File: src/rtl/cdp_pkg.sv
// shared types and constants of the complex dot product and norms block
package cdp_pkg;

    localparam int SAMPLE_BITS = 16;
    localparam int PROD_BITS   = 2 * SAMPLE_BITS;
    localparam int DOT_BITS    = 48;
    localparam int SQ_BITS     = 45;
    localparam int NORM_BITS   = 22;
    localparam int ROOT_BITS   = (SQ_BITS + 1) / 2;
    localparam int RAD_BITS    = 2 * ROOT_BITS;
    localparam int REM_BITS    = ROOT_BITS + 1;
    localparam int STEP_BITS   = $clog2(ROOT_BITS);
    localparam int QUEUE_DEPTH = 2;
    localparam int QPTR_BITS   = $clog2(QUEUE_DEPTH);
    localparam int QCNT_BITS   = $clog2(QUEUE_DEPTH + 1);
    localparam int IN_BITS     = 4 * SAMPLE_BITS;
    localparam int OUT_BITS    = 2 * DOT_BITS + 2 * NORM_BITS;
    localparam int OUT_BYTES_BITS = ((OUT_BITS + 7) / 8) * 8;

    typedef struct packed {
        logic [DOT_BITS-1:0] dot_re;
        logic [DOT_BITS-1:0] dot_im;
        logic [SQ_BITS-1:0]  sq_u;
        logic [SQ_BITS-1:0]  sq_v;
    } cdp_sums_t;

    typedef enum logic {
        BK_IDLE,
        BK_CALC
    } cdp_back_state_t;

endpackage

File: src/rtl/cdp_queue.sv
// short queue of finished sums between front and back end
module cdp_queue
    import cdp_pkg::*;
(
    input  logic      clk,
    input  logic      rst_n,
    input  logic      push,
    input  cdp_sums_t push_data,
    input  logic      pop,
    output cdp_sums_t head,
    output logic      full,
    output logic      empty
);

    cdp_sums_t            mem [QUEUE_DEPTH];
    logic [QPTR_BITS-1:0] wr_ptr_reg;
    logic [QPTR_BITS-1:0] rd_ptr_reg;
    logic [QCNT_BITS-1:0] count_reg;

    assign full  = (count_reg == QCNT_BITS'(QUEUE_DEPTH));
    assign empty = (count_reg == '0);
    assign head  = mem[rd_ptr_reg];

    always_ff @(posedge clk or negedge rst_n)
    begin
        if (!rst_n)
        begin
            wr_ptr_reg <= '0;
            rd_ptr_reg <= '0;
            count_reg  <= '0;
        end
        else
        begin
            if (push)
            begin
                wr_ptr_reg <= (wr_ptr_reg == QPTR_BITS'(QUEUE_DEPTH - 1)) ? '0
                                                                          : wr_ptr_reg + 1'b1;
            end
            if (pop)
            begin
                rd_ptr_reg <= (rd_ptr_reg == QPTR_BITS'(QUEUE_DEPTH - 1)) ? '0
                                                                          : rd_ptr_reg + 1'b1;
            end
            if (push && !pop)
            begin
                count_reg <= count_reg + 1'b1;
            end
            else if (pop && !push)
            begin
                count_reg <= count_reg - 1'b1;
            end
        end
    end

    always_ff @(posedge clk)
    begin
        if (push)
        begin
            mem[wr_ptr_reg] <= push_data;
        end
    end

endmodule

File: config.mk
export PLATFORM = sky130hd
export DESIGN_NAME = cdp_queue
export DESIGN_NICKNAME = d
export VERILOG_FILES = /design/src/rtl/cdp_pkg.sv /design/src/rtl/cdp_queue.sv
export SDC_FILE = /design/constraint.sdc
export NUM_CORES = 1
export LEC_CHECK = 0
export BUFFER_PORTS_ARGS = -buffer_cell sky130_fd_sc_hd__buf_2
export CELL_PAD_IN_SITES_DETAIL_PLACEMENT = 2
export CELL_PAD_IN_SITES_GLOBAL_PLACEMENT = 2
export CORE_ASPECT_RATIO = 2
export CORE_MARGIN = 4
export CORE_UTILIZATION = 30
export DETAILED_ROUTE_END_ITERATION = 8
export PLACE_DENSITY_LB_ADDON = 0.3
export SLEW_MARGIN = 0
export SYNTH_ARGS = -nofsm -noshare
export SYNTH_HDL_FRONTEND = slang
export SYNTH_SLANG_ARGS = --single-unit
File: constraint.sdc
create_clock -name clk -period 26.2 [get_ports clk]
set_input_delay 2.62 -clock clk [delete_from_list [all_inputs] [get_ports clk]]
set_output_delay 2.62 -clock clk [all_outputs]
set_load 0.03 [all_outputs]
# [Word level (Yosys, flattened, before mapping)]
# Memory sizes are Yosys's and may differ from the RTL's.
# Cells that the tools add are included.
[totals] output_inout_bits=188 reg_bits=4 mem_count=1 ram_bits=372
[op_classes] n_mux=6 addsub=4 eq_ne=1 reduce_logical=6
[mem_list] memory="mem" depth=2 word_bits=186 rd=1 rd_clocked_by_memory_dff=0 wr=1 line_no="cdp_queue.sv:15" source="cdp_sums_t mem [QUEUE_DEPTH];"
[op_table] cell="two-way mux 1 bit" n=4
[op_table] cell="two-way mux 2 bit" n=2
[op_table] cell="adder 1 bit (second input constant)" n=2
[op_table] cell="adder 2 x 1 -> 2 bit (second input constant)" n=1
[op_table] cell="equality test 2 bit (second input constant)" n=1
[op_table] cell="logical AND 1 bit" n=2
[op_table] cell="zero test 1 bit" n=2
[op_table] cell="zero test 2 bit" n=1
[op_table] cell="nonzero test 2 bit" n=1
[op_table] cell="subtractor 2 x 1 -> 2 bit (second input constant)" n=1

# [Longest topological paths before layout]
# Gate-level depths: netlist of run 1.
[logic_depth] word_depth=4 ltp_mapped=5 ltp_nobuf=5

# [Worst setup path after synthesis of run 1]
# Ideal clock, no wire load.
[synth_timing] kind="input port to flip-flop" from="input push" to="memory mem[0][0] (netlist name) (enable)" arrival_time_ps=10646 slack_ps=14797 cell_stages=1 setup_ps=757 cell_sequence="nor2b_1"
[synth_via] elab_chain_len=2
[synth_rtl] element="from (decl)" line_no="cdp_queue.sv:7" source="input logic push,"
[synth_rtl] element="two-way mux 1 bit" line_no="cdp_queue.sv:57" source="if (push)"
[synth_rtl] element="two-way mux 1 bit (implied by the code)" line_no="cdp_queue.sv:59" source="mem[wr_ptr_reg] <= push_data;"
[synth_rtl] element="to (decl)" line_no="cdp_queue.sv:15"
# No other way between the ends.

==> impl_metrics.yaml, run 1 <==
outcome:
  status: "complete, no violations"
placement:
  pre_cts_slack_ps: 20460
  gp_congestion: 0.742
  dpl.hpwl_mm: 25.0
  port_buffers: 377
  dpl_cell_area_sq_um: 16700
  dp.cells: 1585
layout:
  layout-drive-gt1-share_pct: 60.9
  nets: 1187
  largest_register_ffs: 372
  fillerInstances: 4598
  area_delta_synth_final_pct: 25.9
  instances_no_fill: 1652
  post-route-util_pct: 38.2
  design_area_sq_um: 17800
power:
  p_leak_nw: 6.94
  ir_worst_vdd_uv: 67.2
  total_power_mw: 2.12
  p_per_area_nw_per_um2: 119
yosys:
  synth_mux_area_share_pct: 18.3
  synth-seq-cells: 376
  yosysTopAreaCellShare_pct: 79.0
  yosysWarningCount: 0
  synth_xor_area_share_pct: 0.310
  postSynthAreaPerCell_sq_um: 23.8
  yosys.area.top_type: "edfxtp_1"
  syn_nets: 786
  synth-compound-area-share_pct: 0
  ys_types: 13
  syn_area_sq_um: 14100
  synth-seq-area-share_pct: 79.7
  post_synth_and_or_nand_nor_area_fraction_pct: 0.186
  synth_top_family_by_area: "multiplexers"
  synthTopCellsByArea: "edfxtp_1, mux2_4, mux2_2"
  synthAdderAreaFrac_pct: 0.0885
  syn-instance-count: 595
worst_setup_path:
  cp_slowest_stage_delay_ps: 830
  crit_required_ps: 23580
  end_kind: "output port"
  cp-startpoint: "rd_ptr_reg$_DFFE_PN0P_"
  worstSetupPathType: "register to output port"
  critPathSlowestCell: "buf_4"
  r2r_slack_ps: 23030
  startpoint_type: "register"
  critPathMaxFanout: 57
  worstPathArrival_ps: 3560
  worstPathCellList: "buf_4 -> buf_4 -> mux2_2 -> buf_2"
  r2r-start: "wr_ptr_reg$_DFFE_PN0P_"
  cpMostUsedCell: "buf_4"
timing:
  fin_ws_ps: 20020
  worst_pin_slew_ps: 1140
  slew_headroom_pct: 23.8
  rsz0062_at_grt: "false"
  post-route-min-period_ps: 6180
  fin_crit_sh_pct: 23.6
  skew_ps: 13.7
  max_freq_mhz: 162
  holdWs_ps: 508
  setup_violations: 0
  hold_viol_final: 0
  setup_tns_ps: 0
  slew_viol_final: 0
clocking:
  numCtsBuffers: 36
  clkSinkCount: 376
  clk_latency_ps: 510
  ctsResizeCount: 0
  clockBufferDepth: 3
  post_cts_buffers: 0
  hold_buffers: 0
  htree_levels: 2
  path_clk_slew_ps: 70
  clock-root-buffer: "clkbuf_16"
  cts_tree: "built"
grt:
  first_global_vias: 8038
  grt-ovfl-total: 0
  antenna_found_initial: 17
  grt_usage_pct: 13.3
  grt_max_degree: 157
  grt_first_pass_wirelength_mm: 50.5
drt:
  drt-total-wl_mm: 35.2
  drt_iter0_drc: 302
  antenna_left: 0
  vias: 7004
  viasPerCell: 4.24
  drc: 0
  routedWlPerCell_microns: 21.3
  dr.pass1.iters: 4
flow_run:
  drv_cap: 0
die:
  fp.dieArea_sq_um: 50900
  die_h_microns: 315
  start_util_pct: 30.3
  fp-row-count: 112
  die_w_microns: 162
  ios: 378
  coreArea_sq_um: 46700
min_path:
  hp-class: "register to register"
  min-delay-start: "count_reg[1]$_DFFE_PN0P_"
power by group:
part           switching (mW)  leakage, nW  internal (mW)  total, mW
Sequential             0.0424         3.54          0.800      0.842
Clock                   0.211        0.537          0.286      0.497
Combinational           0.494         2.86          0.287      0.781
Total                   0.747         6.94           1.37       2.12
cells by family (layout without fill, tap and decap cells):
kind of cell  Yosys count  count (layout)
flops                 376             376
mux                   186             186
buf+inv                22             444
xor+xnor                5               5
simple gates            5               5
fa+ha+maj               1               1
other cells             0               8
cell usage in the layout, fill, tap and decap left out, drive strengths merged:
| master | instances |
|---|---|
| clkinvlp | 1 |
| clkbuf | 43 |
| ha | 1 |
| diode | 8 |
| xnor2 | 1 |
| inv | 2 |
| edfxtp | 372 |
| and2 | 1 |
| buf | 384 |
| dfrtp | 4 |
| nor2b | 2 |
| nor2 | 2 |
| bufinv | 3 |
| clkinv | 11 |
| mux2 | 186 |
| xor2 | 4 |
synth_stat cells:
library cell  number
nor2_1             2
buf_2              5
edfxtp_1         372
mux2_2            56
buf_6             16
xnor2_1            1
dfrtp_1            4
ha_1               1
mux2_4           130
and2_1             1
xor2_1             4
nor2b_1            2
inv_1              1
area by class of cell:
type                            count  area [sq um]  share of cell area (%)
Tap cell                          627           785                    4.40
Sequential cell                   376         11300                    63.3
Clock inverter                     16           153                   0.857
Timing Repair Buffer              384          1950                    11.0
Multi-Input combinational cell    197          2680                    15.0
Antenna cell                        8          20.0                   0.112
Clock buffer                       43           948                    5.32
Inverter                            1          3.75                  0.0211
worst max-delay path: cells and delay by family (launching register included):
family                 cells  cell delay, ps
muxes                      1             420
DFF                        1             790
buffers and inverters      3            1700
worst paths after layout:
check                                            to  cells past startpoint
setup / recovery                           head[17]                      4
hold / removal             count_reg[1]$_DFFE_PN0P_                      1
setup reg to reg              mem[0][153]$_DFFE_PP_                      3
hold reg to reg            count_reg[1]$_DFFE_PN0P_                      1
max in group asynchronous    rd_ptr_reg$_DFFE_PN0P_                      1
min in group asynchronous    rd_ptr_reg$_DFFE_PN0P_                      1
routing by layer:
| metal | routed length, microns | global-route usage [%] | vias up |
|---|---|---|---|
| met5 | 63 | 0 | - |
| met2 | 20100 | 26.2 | 297 |
| li1 | - | - | 3174 |
| met3 | 2960 | 4.54 | 59 |
| met4 | 1080 | 5.07 | 10 |
| met1 | 11100 | 12.3 | 3464 |
Note: power is estimated with default switching activity, not from simulation.
==> inputs of run 2 (changes only) <==
==> constraint.sdc (replaced) <==
create_clock -name clk -period 6.2 [get_ports clk]
set_input_delay 0.62 -clock clk [delete_from_list [all_inputs] [get_ports clk]]
set_output_delay 0.62 -clock clk [all_outputs]
set_load 0.03 [all_outputs]
==> run 2 against run 1 <==
Global-route usage up 0.26 points. Core utilization up 0.20 points. Total power rose to 4.3 times the previous value. Register-to-register slack worse by 19000 ps. Clock-buffer cell count up 5. Final cell count up 0.30%. Critical path type unchanged. Critical endpoint is now head[145]. Largest cell class unchanged. Highest routed layer unchanged.
==> impl_metrics.yaml, run 2 (synthesized netlist as in run 1, its figures left out) <==
worst_setup_path:
  startpoint_type: "register"
  critPathMaxFanout: 102
  worstPathArrival_ps: 2940
  worstSetupPathType: "register to output port"
  crit_required_ps: 5580
  end_kind: "output port"
timing:
  worst_pin_slew_ps: 1180
  max_freq_mhz: 281
  slew_viol_final: 0
  hold_viol_final: 0
  fin_ws_ps: 2640
  fin_crit_sh_pct: 57.4
  skew_ps: 15.7
  setup_tns_ps: 0
  slew_headroom_pct: 21.0
  post-route-min-period_ps: 3560
  setup_violations: 0
  rsz0062_at_grt: "false"
  holdWs_ps: 269
grt:
  first_global_vias: 8197
  grt_max_degree: 103
  grt-ovfl-total: 0
  grt_usage_pct: 13.6
  antenna_found_initial: 9
  grt_first_pass_wirelength_mm: 51.4
power:
  ir_worst_vdd_uv: 352
  p_per_area_nw_per_um2: 507
  p_leak_nw: 6.98
  total_power_mw: 9.07
die:
  start_util_pct: 30.3
  fp.dieArea_sq_um: 50900
  die_w_microns: 162
  die_h_microns: 315
  fp-row-count: 112
  coreArea_sq_um: 46700
  ios: 378
drt:
  drt-total-wl_mm: 35.7
  dr.pass1.iters: 4
  vias: 7034
  viasPerCell: 4.25
  antenna_left: 0
  drt_iter0_drc: 286
  drc: 0
  routedWlPerCell_microns: 21.5
clocking:
  clkSinkCount: 376
  clock-root-buffer: "clkbuf_16"
  cts_tree: "built"
  htree_levels: 2
  numCtsBuffers: 36
  ctsResizeCount: 0
  clk_latency_ps: 530
  clockBufferDepth: 3
  path_clk_slew_ps: 60
flow_run:
  drv_cap: 0
placement:
  gp_congestion: 0.726
  dpl_cell_area_sq_um: 16700
  pre_cts_slack_ps: 3200
  port_buffers: 377
  dpl.hpwl_mm: 25.4
layout:
  final_cell_mix: "buf_2, edfxtp_1, mux2_4, mux2_2, clkbuf_16"
  layout-drive-gt1-share_pct: 61.1
  nets: 1187
  final_common_cell: "buf_2"
  area_delta_synth_final_pct: 26.6
  design_area_sq_um: 17900
  fillerInstances: 4581
  largest_register_ffs: 372
min_path:
  hp-class: "input port to register"
outcome:
  status: "complete, no violations"
[run 2: critical path, cell delays in order, from the launching register on]
cell	delay (ps)
dfrtp_4	990
buf_12	470
mux2_4	360
buf_2	180
[run 2: stage by stage]
step	util (%)	cells
6_report	38.4	1657
3_5_place_dp	35.8	1584
2_1_floorplan	-	595
3_3_place_gp	35.8	1584
4_1_cts	38.3	1651
5_1_grt	38.4	1657
[run 2: area by class of cell]
cell class | count | area (sq um) | area share (%)
flip-flops and latches | 376 | 11300 | 63.0
multi-input cells | 197 | 2680 | 14.9
repair buffers | 384 | 1980 | 11.1
clock buffers | 48 | 997 | 5.57
well taps | 627 | 785 | 4.38
clock inverters | 18 | 175 | 0.978
diodes | 6 | 15.0 | 0.0839
inverters | 1 | 3.75 | 0.0210
[run 2: final timing paths]
path                       slack, ps                     start                        to  cells after the start
max                             2640    rd_ptr_reg$_DFFE_PN0P_                 head[145]                      3
min                              270            push_data[164]     mem[0][164]$_DFFE_PP_                      1
max reg2reg                     3640    wr_ptr_reg$_DFFE_PN0P_     mem[0][166]$_DFFE_PP_                      2
min reg2reg                      490  count_reg[1]$_DFFE_PN0P_  count_reg[1]$_DFFE_PN0P_                      1
max in group asynchronous       5630                     rst_n    rd_ptr_reg$_DFFE_PN0P_                      2
min in group asynchronous        430                     rst_n  count_reg[1]$_DFFE_PN0P_                      2
[run 2: where the power goes]
group          total, mW  switching, mW  internal, mW
combinational       3.30           2.08          1.22
clock               2.19          0.927          1.26
sequential          3.58          0.204          3.38
total               9.07           3.21          5.86
[run 2: layer usage]
metal | GRT usage [%] | up-vias | share of wire, %
met3 | 4.08 | 61 | 6.7
li1 | - | 3176 | -
met2 | 27.5 | 270 | 60
met5 | 0 | - | 0.076
met1 | 11.7 | 3523 | 30
met4 | 6.25 | 4 | 3.5
[run 2: what timing repair did]
item,in CTS,in global routing
setup buffers,0,0
hold buffers,1,0
hold endpoints to repair,4,0
==> inputs of run 3 (changes only) <==
==> constraint.sdc (replaced) <==
create_clock -name clk -period 3.49 [get_ports clk]
set_input_delay 0.349 -clock clk [delete_from_list [all_inputs] [get_ports clk]]
set_output_delay 0.349 -clock clk [all_outputs]
set_load 0.03 [all_outputs]
==> run 3 against run 2 <==
Sequential cell count unchanged. Total power is 79% higher. Cell area is 7.7% higher. Final cell count grew 8.1%. Non-clock buffer count rose by 141. Global-route usage up 0.89 points. Largest power group unchanged. Hold slack worse by 240 ps. Sequential share of layout area decreased by 4.5 points.
==> impl_metrics.yaml, run 3 (synthesized netlist as in run 1, its figures left out) <==
layout:
  largest_register_ffs: 372
  final_cell_mix: "buf_2, edfxtp_1, dlygate4sd3_1, mux2_4, mux2_2"
  nets: 1328
  fillerInstances: 4500
  post-route-util_pct: 41.3
  design_area_sq_um: 19300
  area_delta_synth_final_pct: 36.4
  final_common_cell: "buf_2"
  layout-drive-gt1-share_pct: 53.7
placement:
  dpl.hpwl_mm: 25.8
  pre_cts_slack_ps: 1230
  gp_congestion: 0.727
  dpl_cell_area_sq_um: 16900
  port_buffers: 377
drt:
  drt_iter0_drc: 294
  viasPerCell: 4.26
  antenna_left: 0
  drt-total-wl_mm: 37.8
  vias: 7638
  dr.pass1.iters: 4
  drc: 0
  routedWlPerCell_microns: 21.1
clocking:
  clock-root-buffer: "clkbuf_16"
  numCtsBuffers: 36
  cts_tree: "built"
  clkSinkCount: 376
  post_cts_buffers: 0
  clk_latency_ps: 520
  htree_levels: 2
  clockBufferDepth: 3
  path_clk_slew_ps: 60
worst_setup_path:
  worstPathArrival_ps: 2410
  critPathMaxFanout: 40
  r2r_cells: 2
  crit_required_ps: 3140
  startpoint_type: "register"
  cp_slowest_stage_delay_ps: 930
  critPathSlowestCell: "dfrtp_4"
  worstPathCellList: "buf_4 -> mux2_4 -> buf_2"
  end_kind: "output port"
  worstSetupPathType: "register to output port"
timing:
  rsz0062_at_grt: "false"
  setup_violations: 0
  skew_ps: 20.7
  slew_headroom_pct: 45.9
  slew_viol_final: 0
  fin_crit_sh_pct: 79.1
  post-route-min-period_ps: 2760
  fin_ws_ps: 728
  holdWs_ps: 26.9
  max_freq_mhz: 362
  worst_pin_slew_ps: 812
  hold_viol_final: 0
grt:
  grt_max_degree: 120
  met1_usage_pct: 13.6
  grt-ovfl-total: 0
  grt_usage_pct: 14.5
  grt_use_met3_pct: 3.68
  grt_use_met2_pct: 29.0
  antenna_found_initial: 6
  grt.busiest_layer: "met2"
  grt_first_pass_wirelength_mm: 56.0
  first_global_vias: 9060
outcome:
  status: "complete, no violations"
power:
  p_leak_nw: 7.56
  total_power_mw: 16.3
  ir_worst_vdd_uv: 573
  p_per_area_nw_per_um2: 843
die:
  fp.dieArea_sq_um: 50900
  ios: 378
  fp-row-count: 112
  die_h_microns: 315
  start_util_pct: 30.3
  coreArea_sq_um: 46700
  die_w_microns: 162
min_path:
  hp-class: "input port to register"
  hold_path_depth: 1
flow_run:
  drv_cap: 0
[run 3: layout make-up]
cell class	instances	area (sq um)	area share, %
sequential	376	11300	58.4
timing repair buffer	525	3460	17.9
multi-input combinational	197	2680	13.9
clock buffer	50	985	5.10
tap	627	785	4.07
clock inverter	12	101	0.525
antenna	4	10.0	0.0519
inverter	1	3.75	0.0195
[run 3: stage by stage]
| stage | cells | TNS [ps] |
|---|---|---|
| 2_1_floorplan | 595 | -21780 |
| 3_3_place_gp | 1592 | 0 |
| 3_5_place_dp | 1592 | 0 |
| 4_1_cts | 1784 | 0 |
| 5_1_grt | 1790 | 0 |
| 6_report | 1792 | 0 |
[run 3: where the power goes]
group / internal (mW) / switching [mW] / leakage [nW]
Clock: 2.11 / 1.61 / 0.528
Sequential: 5.99 / 0.348 / 3.54
Combinational: 2.38 / 3.83 / 3.49
[run 3: timing repair]
item                                   CTS  global route
gates resized for setup                  0             0
endpoints found under the hold margin  253             7
hold buffers                           130             4
[run 3: critical path: cells and delay by family, from the launching register on]
kind | cells | cell delay (ps)
flops | 1 | 930
mux | 1 | 330
buf+inv | 2 | 580
[run 3: worst paths after layout]
check,start,end,slack [ps]
hold reg to reg,count_reg[1]$_DFFE_PN0P_,count_reg[1]$_DFFE_PN0P_,500
setup / recovery,rd_ptr_reg$_DFFE_PN0P_,head[121],730
max in group asynchronous,rst_n,rd_ptr_reg$_DFFE_PN0P_,3170
min in group asynchronous,rst_n,count_reg[0]$_DFFE_PN0P_,170
setup reg to reg,wr_ptr_reg$_DFFE_PN0P_,mem[1][136]$_DFFE_PP_,1720
hold / removal,push_data[17],mem[0][17]$_DFFE_PP_,30
[run 3: per-layer routing]
layer	up-vias	wire length [microns]	part of all wire (%)
met3	56	2400	6.4
met2	296	21800	58
li1	3466	-	-
met1	3820	12300	33
met5	-	0	0
met4	0	1270	3.4
