$ cat src/rtl/cdp_pkg.sv
// shared types and constants of the complex dot product and norms block
package cdp_pkg;

    localparam int SAMPLE_BITS = 16;
    localparam int PROD_BITS   = 2 * SAMPLE_BITS;
    localparam int DOT_BITS    = 48;
    localparam int SQ_BITS     = 45;
    localparam int NORM_BITS   = 22;
    localparam int ROOT_BITS   = (SQ_BITS + 1) / 2;
    localparam int RAD_BITS    = 2 * ROOT_BITS;
    localparam int REM_BITS    = ROOT_BITS + 1;
    localparam int STEP_BITS   = $clog2(ROOT_BITS);
    localparam int QUEUE_DEPTH = 2;
    localparam int QPTR_BITS   = $clog2(QUEUE_DEPTH);
    localparam int QCNT_BITS   = $clog2(QUEUE_DEPTH + 1);
    localparam int IN_BITS     = 4 * SAMPLE_BITS;
    localparam int OUT_BITS    = 2 * DOT_BITS + 2 * NORM_BITS;
    localparam int OUT_BYTES_BITS = ((OUT_BITS + 7) / 8) * 8;

    typedef struct packed {
        logic [DOT_BITS-1:0] dot_re;
        logic [DOT_BITS-1:0] dot_im;
        logic [SQ_BITS-1:0]  sq_u;
        logic [SQ_BITS-1:0]  sq_v;
    } cdp_sums_t;

    typedef enum logic {
        BK_IDLE,
        BK_CALC
    } cdp_back_state_t;

endpackage

$ cat src/rtl/cdp_sqrt.sv
// digit-by-digit integer square root, one root bit per cycle, saturated
module cdp_sqrt
    import cdp_pkg::*;
(
    input  logic                 clk,
    input  logic                 rst_n,
    input  logic                 start,
    input  logic [SQ_BITS-1:0]   radicand,
    output logic                 busy,
    output logic [NORM_BITS-1:0] root
);

    logic                 busy_reg;
    logic [STEP_BITS-1:0] step_reg;
    logic [RAD_BITS-1:0]  rad_reg;
    logic [REM_BITS-1:0]  rem_reg, rem_next;
    logic [ROOT_BITS-1:0] root_reg, root_next;
    logic [REM_BITS+1:0]  rem_sh, trial, rem_sub;
    logic                 ge;

    always_comb
    begin
        rem_sh    = {rem_reg, rad_reg[RAD_BITS-1 -: 2]};
        trial     = {1'b0, root_reg, 2'b01};
        ge        = (rem_sh >= trial);
        rem_sub   = rem_sh - trial;
        rem_next  = ge ? rem_sub[REM_BITS-1:0] : rem_sh[REM_BITS-1:0];
        root_next = {root_reg[ROOT_BITS-2:0], ge};
    end

    assign busy = busy_reg;
    assign root = (root_reg[ROOT_BITS-1:NORM_BITS] != '0) ? {NORM_BITS{1'b1}}
                                                          : root_reg[NORM_BITS-1:0];

    always_ff @(posedge clk or negedge rst_n)
    begin
        if (!rst_n)
        begin
            busy_reg <= 1'b0;
            step_reg <= '0;
        end
        else if (start)
        begin
            busy_reg <= 1'b1;
            step_reg <= STEP_BITS'(ROOT_BITS - 1);
        end
        else if (busy_reg)
        begin
            step_reg <= step_reg - 1'b1;
            if (step_reg == '0)
            begin
                busy_reg <= 1'b0;
            end
        end
    end

    always_ff @(posedge clk)
    begin
        if (start)
        begin
            rad_reg  <= RAD_BITS'(radicand);
            rem_reg  <= '0;
            root_reg <= '0;
        end
        else if (busy_reg)
        begin
            rad_reg  <= {rad_reg[RAD_BITS-3:0], 2'b00};
            rem_reg  <= rem_next;
            root_reg <= root_next;
        end
    end

endmodule

$ cat src/rtl/cdp_back.sv
// back end: takes sums from the queue, runs both roots, holds the result
module cdp_back
    import cdp_pkg::*;
(
    input  logic                 clk,
    input  logic                 rst_n,
    input  cdp_sums_t            q_head,
    input  logic                 q_empty,
    output logic                 q_pop,
    output logic                 out_valid,
    input  logic                 out_ready,
    output logic [DOT_BITS-1:0]  dot_re,
    output logic [DOT_BITS-1:0]  dot_im,
    output logic [NORM_BITS-1:0] norm_u,
    output logic [NORM_BITS-1:0] norm_v
);

    cdp_back_state_t      state_reg, state_next;
    logic                 start, load;
    logic                 busy_u, busy_v;
    logic                 out_free, roots_done;
    logic                 out_valid_reg;
    logic [DOT_BITS-1:0]  dre_reg, dim_reg;
    logic [DOT_BITS-1:0]  dot_re_reg, dot_im_reg;
    logic [NORM_BITS-1:0] norm_u_reg, norm_v_reg;
    logic [NORM_BITS-1:0] root_u, root_v;

    cdp_sqrt u_sqrt_u
    (
        .clk      (clk),
        .rst_n    (rst_n),
        .start    (start),
        .radicand (q_head.sq_u),
        .busy     (busy_u),
        .root     (root_u)
    );

    cdp_sqrt u_sqrt_v
    (
        .clk      (clk),
        .rst_n    (rst_n),
        .start    (start),
        .radicand (q_head.sq_v),
        .busy     (busy_v),
        .root     (root_v)
    );

    assign out_free   = !out_valid_reg || out_ready;
    assign roots_done = !busy_u && !busy_v;

    always_comb
    begin
        state_next = state_reg;
        case (state_reg)
            BK_IDLE:
            begin
                if (!q_empty)
                begin
                    state_next = BK_CALC;
                end
            end
            BK_CALC:
            begin
                if (roots_done && out_free)
                begin
                    state_next = BK_IDLE;
                end
            end
            default:
            begin
                state_next = BK_IDLE;
            end
        endcase
    end

    always_comb
    begin
        start = 1'b0;
        load  = 1'b0;
        case (state_reg)
            BK_IDLE:
            begin
                start = !q_empty;
            end
            BK_CALC:
            begin
                load = roots_done && out_free;
            end
            default:
            begin
                start = 1'b0;
                load  = 1'b0;
            end
        endcase
    end

    assign q_pop     = start;
    assign out_valid = out_valid_reg;
    assign dot_re    = dot_re_reg;
    assign dot_im    = dot_im_reg;
    assign norm_u    = norm_u_reg;
    assign norm_v    = norm_v_reg;

    always_ff @(posedge clk or negedge rst_n)
    begin
        if (!rst_n)
        begin
            state_reg     <= BK_IDLE;
            out_valid_reg <= 1'b0;
        end
        else
        begin
            state_reg <= state_next;
            if (load)
            begin
                out_valid_reg <= 1'b1;
            end
            else if (out_ready)
            begin
                out_valid_reg <= 1'b0;
            end
        end
    end

    always_ff @(posedge clk)
    begin
        if (start)
        begin
            dre_reg <= q_head.dot_re;
            dim_reg <= q_head.dot_im;
        end
        if (load)
        begin
            dot_re_reg <= dre_reg;
            dot_im_reg <= dim_reg;
            norm_u_reg <= root_u;
            norm_v_reg <= root_v;
        end
    end

endmodule

$ cat config.mk
export PLATFORM = sky130hd
export DESIGN_NAME = cdp_back
export DESIGN_NICKNAME = d
export VERILOG_FILES = /design/src/rtl/cdp_pkg.sv /design/src/rtl/cdp_sqrt.sv /design/src/rtl/cdp_back.sv
export SDC_FILE = /design/constraint.sdc
export NUM_CORES = 1
export LEC_CHECK = 0
export BUFFER_PORTS_ARGS = -buffer_cell sky130_fd_sc_hd__buf_2
export CORE_MARGIN = 2
export CORE_UTILIZATION = 50
export DETAILED_ROUTE_END_ITERATION = 12
export PLACE_DENSITY = 0.88
export SETUP_SLACK_MARGIN = 0.3
export SLEW_MARGIN = 20
export SYNTH_ARGS = -nofsm -noshare
export SYNTH_HDL_FRONTEND = slang
export SYNTH_SLANG_ARGS = --single-unit
export TNS_END_PERCENT = 5
$ cat constraint.sdc
create_clock -name clk -period 16.2 [get_ports clk]
set_clock_uncertainty 0.1 [all_clocks]
set_input_delay 0.81 -clock clk [delete_from_list [all_inputs] [get_ports clk]]
set_output_delay 0.81 -clock clk [all_outputs]
set_load 0.02 [all_outputs]
[Yosys cells after proc, flatten, opt, wreduce, memory -nomap -nowiden]
Index checks and enable logic that the tools add are counted.
Cells by class
  magnitude comparators: 2
  $add $sub $neg: 4
  bitwise logic cells: 1
  reduce and logical (&&, ||, !) cells: 12
  muxes and demuxes: 23
Operator list (number)
  two-way mux 45 bit: 4
  >= comparator 26 x 25 -> 1 bit: 2
  two-way mux 24 bit: 2
  subtractor 24 bit: 2
  two-way mux 5 bit: 4
  two-way mux 1 bit: 12
  zero test 5 bit: 2
  subtractor 5 x 1 -> 5 bit, second input constant: 2
  nonzero test 2 bit: 3
  zero test 1 bit: 4
  logical AND 1 bit: 2
  case mux 1 bit (2 select lines): 1
  logical OR 1 bit: 1
  NOT 1 bit: 1
Word-level totals
  input port bits: 190
  output and inout port bits: 142
  word-level logic and storage cells: 62
  register bits: 436

[Depth between registers and ports, before layout]
Gate-level depths: netlist of the first run.
  depth in word-level cells: 5
  mapped depth: 13

[By module]
Synthesis of the first run repeated with hierarchy kept, for this count alone.
Second synthesis, totals
  cell total of the unflattened synthesis: 1335
  area, all modules: 18245.0 sq um
By module, submodules not included
  cdp_sqrt: area an instance 5527.8 sq um, times used 2, cells each 545
  cdp_back: area an instance 7189.4 sq um, times used 1, cells each 245

[Worst setup path before layout of the first run]
OpenSTA, ideal clock, no wires.
  path type: in2reg
  from: input out_ready
  to: register dot_im_reg[0] (netlist: dot_im[0]) (enable)
  path slack: -0.172 ns
  library setup time: 1.036 ns
  required time: 15.064 ns
  arrival time: 15.236 ns
  stages: 2
  path through: nand2b_1 nor4b_1
On the way
  word-level cells in the longest chain between the ends: 3
RTL lines
  start, declared: line cdp_back.sv:11  | input logic out_ready,
  logical OR 1 bit: line cdp_back.sv:48  | assign out_free = !out_valid_reg || out_ready;
  logical AND 1 bit: line cdp_back.sv:87  | load = roots_done && out_free;
  two-way mux 1 bit: line cdp_back.sv:80  | case (state_reg)
  named net load: line cdp_back.sv:19  | logic start, load;
  end signal, assigned: line cdp_back.sv:135  | dot_im_reg <= dim_reg;
  end, declared: line cdp_back.sv:24  | logic [DOT_BITS-1:0] dot_re_reg, dot_im_reg;
The timed path passes the listed nets, and every way through them passes these cells.
A chain may end at the register's enable or synchronous reset.

[Worst setup path after layout of the first run]
  from: register state_reg
  to: output q_pop
On the way
  word-level cells in the longest chain between the ends: 1
RTL lines
  start, declared: line cdp_back.sv:18  | cdp_back_state_t state_reg, state_next;
  start signal, assigned: line cdp_back.sv:113  | state_reg <= state_next;
  two-way mux 1 bit: line cdp_back.sv:80
  end, declared: line cdp_back.sv:9  | output logic q_pop,
No other way between the ends.

==> parameters.txt, run 1 <==
Parameter                              Value

Status
  Status ... finished clean

STA
  Summed negative setup slack over all endpoints ... 0 ps
  Number of max-slew violations in the final report ... 0
  Number of hold violations in the final report ... 0
  Tightest slew margin relative to the limit ... roughly 30%
  Clock period minus worst slack ... 3470 ps
  Final worst-path setup slack ... around 13000 ps
  Share of the cycle needed by the critical path after routing ... 21.4%
  RSZ-0062 raised after global routing ... false
  Setup violators final ... 0
  Maximum clock rate ... between 200 and 300 MHz
  Transition time at the pin with the least slew margin ... approximately 1000 ps

Clocking
  CTS clk-pin slew, worst paths ... 60 ps
  Post CTS Setup Buffer Count ... 0
  Worst-case clock buffer depth ... 3
  H-tree depth ... 2
  Number of gates resized after cts ... 0
  Clock sink count ... 436
  Total CTS buffers ... 44
  Clock tree from TritonCTS ... done
  Clock latency at the later pin of the worst-skew pair ... about 550 ps
  Number of hold-repair buffers added at the cts stage ... 0
  Root cell of the clock tree ... sky130_fd_sc_hd__clkbuf_16

Floorplan
  Die height ... about 190 um
  Total core area ... roughly 36000 um2
  Die outline area ... around 38000 um2
  Ports ... 332
  X dimension of the die ... ~190 um
  Row count ... 69
  Effective utilization at floorplan ... between 50% and 60%

Worst setup path
  Critical path type ... reg2out
  Top fanout value on the critical path ... around 150
  Register-to-register setup slack ... 12760 ps
  Crit path cell chain ... or2_4 > inv_8 > buf_2
  Arrival time reported for the critical path endpoint ... about 2600 ps
  Sum of buffers and inverters on the critical path ... 2
  Kind of launch point of the worst setup path ... register
  Maximum cell stage delay along the critical path ... between 600 and 700 ps
  Launch instance of the worst register-to-register path ... u_sqrt_v.root_reg[14]$_SDFFE_PP0P_
  Crit Reg-Reg Endpoint ... u_sqrt_v.rem_reg[23]$_SDFFE_PP0P_
  Register-to-Register Path Depth ... 11
  Largest delay contributor family on the critical path ... buffers and inverters
  Type of element capturing the critical path ... output port
  Cell at the slowest stage of the critical path ... sky130_fd_sc_hd__inv_8
  WP data required ... about 15000 ps

Power and ir drop
  Final total power ... 4.92 mW
  Internal power consumption ... 3.11 mW
  PwrDens ... around 230 nW/um2
  Sw Pwr ... between 1.5 and 2 mW
  Share of power burned in combinational logic ... between 40% and 50%
  Fraction of power spent switching nets ... 36.8%
  Pleak ... between 9 and 10 nW
  Flop pwr share ... between 30% and 40%
  Maximum resistive drop on vdd ... ~0.18 mV
  Clock power share ... just over 20%

Global routing
  Maximum number of pins on one net before global-route repair ... roughly 150
  Initial antenna violation count ... 2
  Global-route usage over all layers ... between 20% and 30%
  Number of global-route vias before repair ... roughly 12k
  Total grt overflow ... 0
  Wire length of the first global-routing pass ... just over 60000 um

Synthesis
  Cells after Synth ... 1481
  Post-synth top cells ... 341 x sky130_fd_sc_hd__nand2_1, 326 x sky130_fd_sc_hd__edfxtp_1, 96 x sky130_fd_sc_hd__dfxtp_1, 88 x sky130_fd_sc_hd__nor2_1, 84 x sky130_fd_sc_hd__a21oi_1
  Syn Std Cell Area ... 18000 um2
  Total nets after synthesis ... 1725
  Flip-flop cell with the highest count after synthesis ... sky130_fd_sc_hd__edfxtp_1
  Average footprint of a synthesized cell ... about 12 um2
  Number of distinct standard cells referenced by the synthesized netlist ... 77
  Biggest area contributors in the synthesized netlist ... sky130_fd_sc_hd__edfxtp_1 54%, sky130_fd_sc_hd__dfxtp_1 11%, sky130_fd_sc_hd__nand2_1 7.1%
  Most common cell in the synthesized netlist ... sky130_fd_sc_hd__nand2_1
  Count of state elements after synthesis ... approximately 440
  Number of synthesized flops with an enable pin ... around 330
  Fraction of post-synthesis cell area in the top cell type by area ... 54.3%
  Cell taking the most area after synthesis ... sky130_fd_sc_hd__edfxtp_1
  Synthesis warning total ... 0
  Sequential-to-total area share from yosys stat ... ~67%
  Share of synthesized registers carrying an async set or reset ... approximately 3.2%

Route
  Final wirelength ... around 40000 um
  Initial detailed-routing violation count ... ~810
  Average wire length per cell after detail routing ... about 17 um
  Number of iterations in the first detailed-routing pass ... 5
  Via density ... roughly 5.3
  Post-detailed-route count of antenna-violating nets ... 0
  Via total after detailed routing ... 12.2k
  Final routed DRC violation total ... 0

Placement
  Number of cells after detailed placement ... 2218
  Post-detailed-placement half-perimeter wirelength ... 26300 um
  Routability congestion estimate ... roughly 0.85
  Port-buffer cells ... roughly 330
  Worst setup slack after placement ... 12400 ps

Final layout
  P&R area growth vs syn ... 19.4%
  Final layout net count ... around 2k
  Fraction of layout instances using a drive strength above 1 ... 23.3%
  Final standard cell count with taps included and fillers excluded ... approximately 2.3k

Min path
  Hold WC Path Type ... in2async

Flow run
  Count of max-cap constraint violations ... 0
-- metal layers --
layer | up-vias | GRT usage, % | share of wire (%)
li1 | 5863 | - | -
met4 | 0 | 6.65 | 2.4
met3 | 63 | 3.77 | 6.4
met5 | - | 0 | 0
met2 | 436 | 35.7 | 49
met1 | 5807 | 26.0 | 42
-- cell families after synthesis --
family	Yosys count	share of synthesized area (%)
simple gates	504	11.6
flops	436	66.9
compound gates	228	7.99
buf+inv	133	3.00
mux	79	4.45
fa+ha+maj	54	3.75
xor+xnor	47	2.28
-- area by class of cell --
| cell class | count | area, um2 |
|---|---|---|
| timing repair buffer | 339 | 1720 |
| clock inverter | 27 | 280 |
| inverter | 70 | 270 |
| fill | 2717 | 14000 |
| antenna | 2 | 5.00 |
| clock buffer | 54 | 1150 |
| tap | 461 | 577 |
| multi-input combinational | 912 | 5460 |
| sequential | 436 | 12100 |
-- worst max-delay path by stage --
stage	depth (start not counted)	slack, ps	end	startpoint
detailed placement	4	12400	u_sqrt_u.rad_reg[17]$_DFFE_PP_	q_empty
floorplan	2	6870	dot_im[0]$_DFFE_PP_	out_ready
finish	3	12730	q_pop	state_reg$_DFF_PN0_
global placement	4	12480	u_sqrt_u.rad_reg[15]$_DFFE_PP_	q_empty
CTS	3	12740	q_pop	state_reg$_DFF_PN0_
global route	11	12580	u_sqrt_v.rem_reg[23]$_SDFFE_PP0P_	u_sqrt_v.root_reg[14]$_SDFFE_PP0P_
-- power by group through the flow --
| stage | sequential (mW) | combinational (mW) | clock (mW) |
|---|---|---|---|
| after floorplan | 1.88 | 1.58 | 0 |
| after global placement | 1.84 | 1.95 | 0 |
| after detailed placement | 1.86 | 2.05 | 0 |
| after CTS | 1.84 | 2.07 | 1.03 |
| after global routing | 1.88 | 2.32 | 1.07 |
| final | 1.84 | 2.07 | 1.01 |
-- stage by stage --
step	cell area (um2)	hold slack, ps	utilization, %
floorplan	18000	300	-
global placement	20100	300	56.4
detailed placement	20100	305	56.4
CTS	21500	19.3	60.5
global route	21500	46.3	60.5
finish	21500	37.1	60.5
-- cells in the final DEF, fill, tap and decap left out, types with 9 or more instances in the layout --
master	synthesis	final
sky130_fd_sc_hd__inv_1	69	69
sky130_fd_sc_hd__edfxtp_1	326	326
sky130_fd_sc_hd__nand2_1	341	341
sky130_fd_sc_hd__clkbuf_1	45	9
sky130_fd_sc_hd__mux2i_1	76	76
sky130_fd_sc_hd__o21a_1	10	10
sky130_fd_sc_hd__dfxtp_1	96	96
sky130_fd_sc_hd__buf_2	7	331
sky130_fd_sc_hd__a211oi_1	9	9
sky130_fd_sc_hd__ha_1	54	54
sky130_fd_sc_hd__a21o_1	15	15
sky130_fd_sc_hd__xor2_1	13	13
sky130_fd_sc_hd__nand3_1	14	14
sky130_fd_sc_hd__nor3_1	10	10
sky130_fd_sc_hd__dfrtp_1	14	12
sky130_fd_sc_hd__a21oi_1	84	84
sky130_fd_sc_hd__clkinv_2	0	9
sky130_fd_sc_hd__nor2_1	88	88
sky130_fd_sc_hd__xnor2_1	34	34
sky130_fd_sc_hd__clkbuf_16	0	44
sky130_fd_sc_hd__o21ai_0	53	53
No activity file was read; power rests on OpenSTA's default activity.
==> inputs of run 2 (changes only) <==
Settings changed: CORE_UTILIZATION 50 to 56, PLACE_DENSITY 0.88 to 0.92.
Clock period 16.2 ns to 3.33 ns, I/O delays scaled along.
==> run 2 against run 1 <==
  * First-iteration DRC count increased by 71%
  * Flip-flop and latch count unchanged
  * Clock-buffer cell count rose by 8
  * Largest power group unchanged
==> parameters.txt, run 2 (synthesis results as in run 1) <==
Parameter                              Value

Final layout
  P&R area growth vs syn ... 31.2%
  Most frequent cells in the layout ... 340 x sky130_fd_sc_hd__nand2_1, 331 x sky130_fd_sc_hd__buf_2, 326 x sky130_fd_sc_hd__edfxtp_1
  Fraction of layout instances using a drive strength above 1 ... 22.3% (-0.95 points)
  Most common library cell in the layout ignoring fill and taps ... sky130_fd_sc_hd__nand2_1
  Total of fill cells in the finished design ... 1812 (-33%)
  Final layout net count ... 2254 (+10%)

Worst setup path
  WP data required ... 3700 ps (-11590 ps)
  Kind of launch point of the worst setup path ... register
  Type of element capturing the critical path ... register
  Arrival time reported for the critical path endpoint ... 3340 ps (+780 ps)
  Register-to-Register Path Depth ... 11 (unchanged)
  Register-to-register setup slack ... 370 ps (-12390 ps)
  Launch instance of the worst register-to-register path ... u_sqrt_v.root_reg[3]$_SDFFE_PP0P_
  Critical path type ... reg2reg
  Top fanout value on the critical path ... 5 (-97%)
  Crit Reg-Reg Endpoint ... u_sqrt_v.rem_reg[21]$_SDFFE_PP0P_

Clocking
  Root cell of the clock tree ... sky130_fd_sc_hd__clkbuf_16
  Total CTS buffers ... 44 (unchanged)
  Worst-case clock buffer depth ... 3 (unchanged)
  Clock latency at the later pin of the worst-skew pair ... 560 ps (about the same)
  Clock sink count ... 436 (unchanged)
  CTS clk-pin slew, worst paths ... 70 ps (about the same)
  H-tree depth ... 2 (unchanged)
  Clock tree from TritonCTS ... done

Placement
  Worst setup slack after placement ... 246 ps (-12150 ps)
  Port-buffer cells ... 331 (unchanged)
  Post-detailed-placement half-perimeter wirelength ... 28400 um (+7.7%)
  Routability congestion estimate ... 0.899 (+6.2%)

Min path
  Hold WC Path Type ... in2reg
  Startpoint of the lowest-slack hold path ... q_head[176]
  Depth of the worst hold-timing path ... 2
  Min-Delay Endpoint ... dre_reg[38]$_DFFE_PP_

STA
  Setup violators final ... 0 (unchanged)
  Number of hold violations in the final report ... 0 (unchanged)
  Number of max-slew violations in the final report ... 0 (unchanged)
  Final worst-path setup slack ... 367 ps (-12360 ps)
  Tightest slew margin relative to the limit ... 26.3% (-3.8 points)
  Clock period minus worst slack ... slightly below 3000 ps
  RSZ-0062 raised after global routing ... true
  Transition time at the pin with the least slew margin ... 1100 ps (+57.0 ps)
  Maximum clock rate ... roughly 340 MHz
  Share of the cycle needed by the critical path after routing ... roughly nine tenths

Power and ir drop
  PwrDens ... 1060 nW/um2 (+370%)
  Pleak ... 10.3 nW (+9.3%)
  Final total power ... 25.2 mW (+410%)
  Maximum resistive drop on vdd ... 0.555 mV (+210%)

Route
  Number of iterations in the first detailed-routing pass ... 5 (unchanged)
  Via total after detailed routing ... 14.0k (+15%)
  Final routed DRC violation total ... 0 (unchanged)
  Average wire length per cell after detail routing ... 21.3 um (+24%)
  Via density ... 5.69 (+7.7%)
  Initial detailed-routing violation count ... 1391 (+71%)
  Post-detailed-route count of antenna-violating nets ... 0 (unchanged)
  Final wirelength ... 52400 um (+32%)

Global routing
  Wire length of the first global-routing pass ... 77500 um (+25%)
  Total grt overflow ... 0 (unchanged)
  Maximum number of pins on one net before global-route repair ... 141 (-4.7%)
  Initial antenna violation count ... 7 (+5)
  Global-route usage over all layers ... 29.9% (+9.4 points)
  Number of global-route vias before repair ... 14.2k (+18%)

Flow run
  Count of max-cap constraint violations ... 0 (unchanged)

Floorplan
  X dimension of the die ... 183 um (-5.4%)
  Die outline area ... 33600 um2 (-11%)
  Total core area ... 31600 um2 (-11%)
  Die height ... 183 um (-5.4%)
  Row count ... 65 (-5.8%)
  Effective utilization at floorplan ... 57.0% (+6.3 points)
  Ports ... 332 (unchanged)

Status
  Status ... finished clean
[run 2: how the worst max path moves through the flow]
stage / from / to
after floorplan: u_sqrt_v.busy$_DFF_PN0_ / dot_im[0]$_DFFE_PP_
after global placement: u_sqrt_v.root_reg[14]$_SDFFE_PP0P_ / u_sqrt_v.rem_reg[1]$_SDFFE_PP0P_
after detailed placement: u_sqrt_v.root_reg[14]$_SDFFE_PP0P_ / u_sqrt_v.rem_reg[1]$_SDFFE_PP0P_
after CTS: u_sqrt_v.root_reg[3]$_SDFFE_PP0P_ / u_sqrt_v.rem_reg[21]$_SDFFE_PP0P_
after global routing: u_sqrt_v.root_reg[3]$_SDFFE_PP0P_ / u_sqrt_v.rem_reg[21]$_SDFFE_PP0P_
final: u_sqrt_v.root_reg[3]$_SDFFE_PP0P_ / u_sqrt_v.rem_reg[21]$_SDFFE_PP0P_
[run 2: critical path: stages (launching register included)]
cell                       delay [ps]
sky130_fd_sc_hd__dfxtp_1          340
sky130_fd_sc_hd__inv_1             70
sky130_fd_sc_hd__ha_2             330
sky130_fd_sc_hd__a21o_4           250
sky130_fd_sc_hd__a311o_1          400
sky130_fd_sc_hd__o221ai_4         230
sky130_fd_sc_hd__o221a_4          250
sky130_fd_sc_hd__nand2b_4         130
sky130_fd_sc_hd__a31o_4           170
sky130_fd_sc_hd__nand2b_4         120
sky130_fd_sc_hd__mux2_4           300
sky130_fd_sc_hd__a221oi_2         210
[run 2: report_power, final]
group	internal (mW)	leakage (nW)	total [mW]	switching [mW]
Sequential	8.13	4.04	9.09	0.959
Clock	2.81	0.699	5.01	2.20
Combinational	4.63	5.54	11.1	6.46
Total	15.6	10.3	25.2	9.62
[run 2: repair_timing]
action,in CTS,in global routing
buffers inserted,0,3
hold buffers,190,0
endpoints found under the setup margin,5,40
gates resized for setup,4,20
pin swaps,0,4
endpoints found under the hold margin,204,0
cloned,0,0
[run 2: layout make-up]
type	instances	area [um2]	share of cell area, %
clock buffer	62	1250	5.29
sequential	436	12100	51.0
clock inverter	20	180	0.762
antenna	9	22.5	0.0952
multi-input combinational	912	5560	23.5
tap	402	503	2.13
timing repair buffer	546	3800	16.1
inverter	70	270	1.14
[run 2: through the flow]
stage | hold WS, ps | cell area [um2] | cells | util (%) | setup TNS (ps)
after floorplan | -229 | 18100 | 1481 | - | -461090
after global placement | -26.5 | 20100 | 2173 | 63.6 | 0
after detailed placement | -16.5 | 20100 | 2173 | 63.6 | 0
after CTS | 207 | 23500 | 2445 | 74.2 | 0
after global routing | 208 | 23600 | 2456 | 74.7 | 0
final | 222 | 23600 | 2457 | 74.8 | 0
[run 2: routing by layer]
| metal | up-vias | wire (um) | track usage (%) |
|---|---|---|---|
| met1 | 6644 | 18100 | 32.9 |
| met2 | 867 | 26500 | 53.4 |
| met3 | 187 | 4830 | 6.99 |
| met4 | 0 | 2920 | 16.2 |
| li1 | 6292 | - | - |
| met5 | - | 0 | 0 |
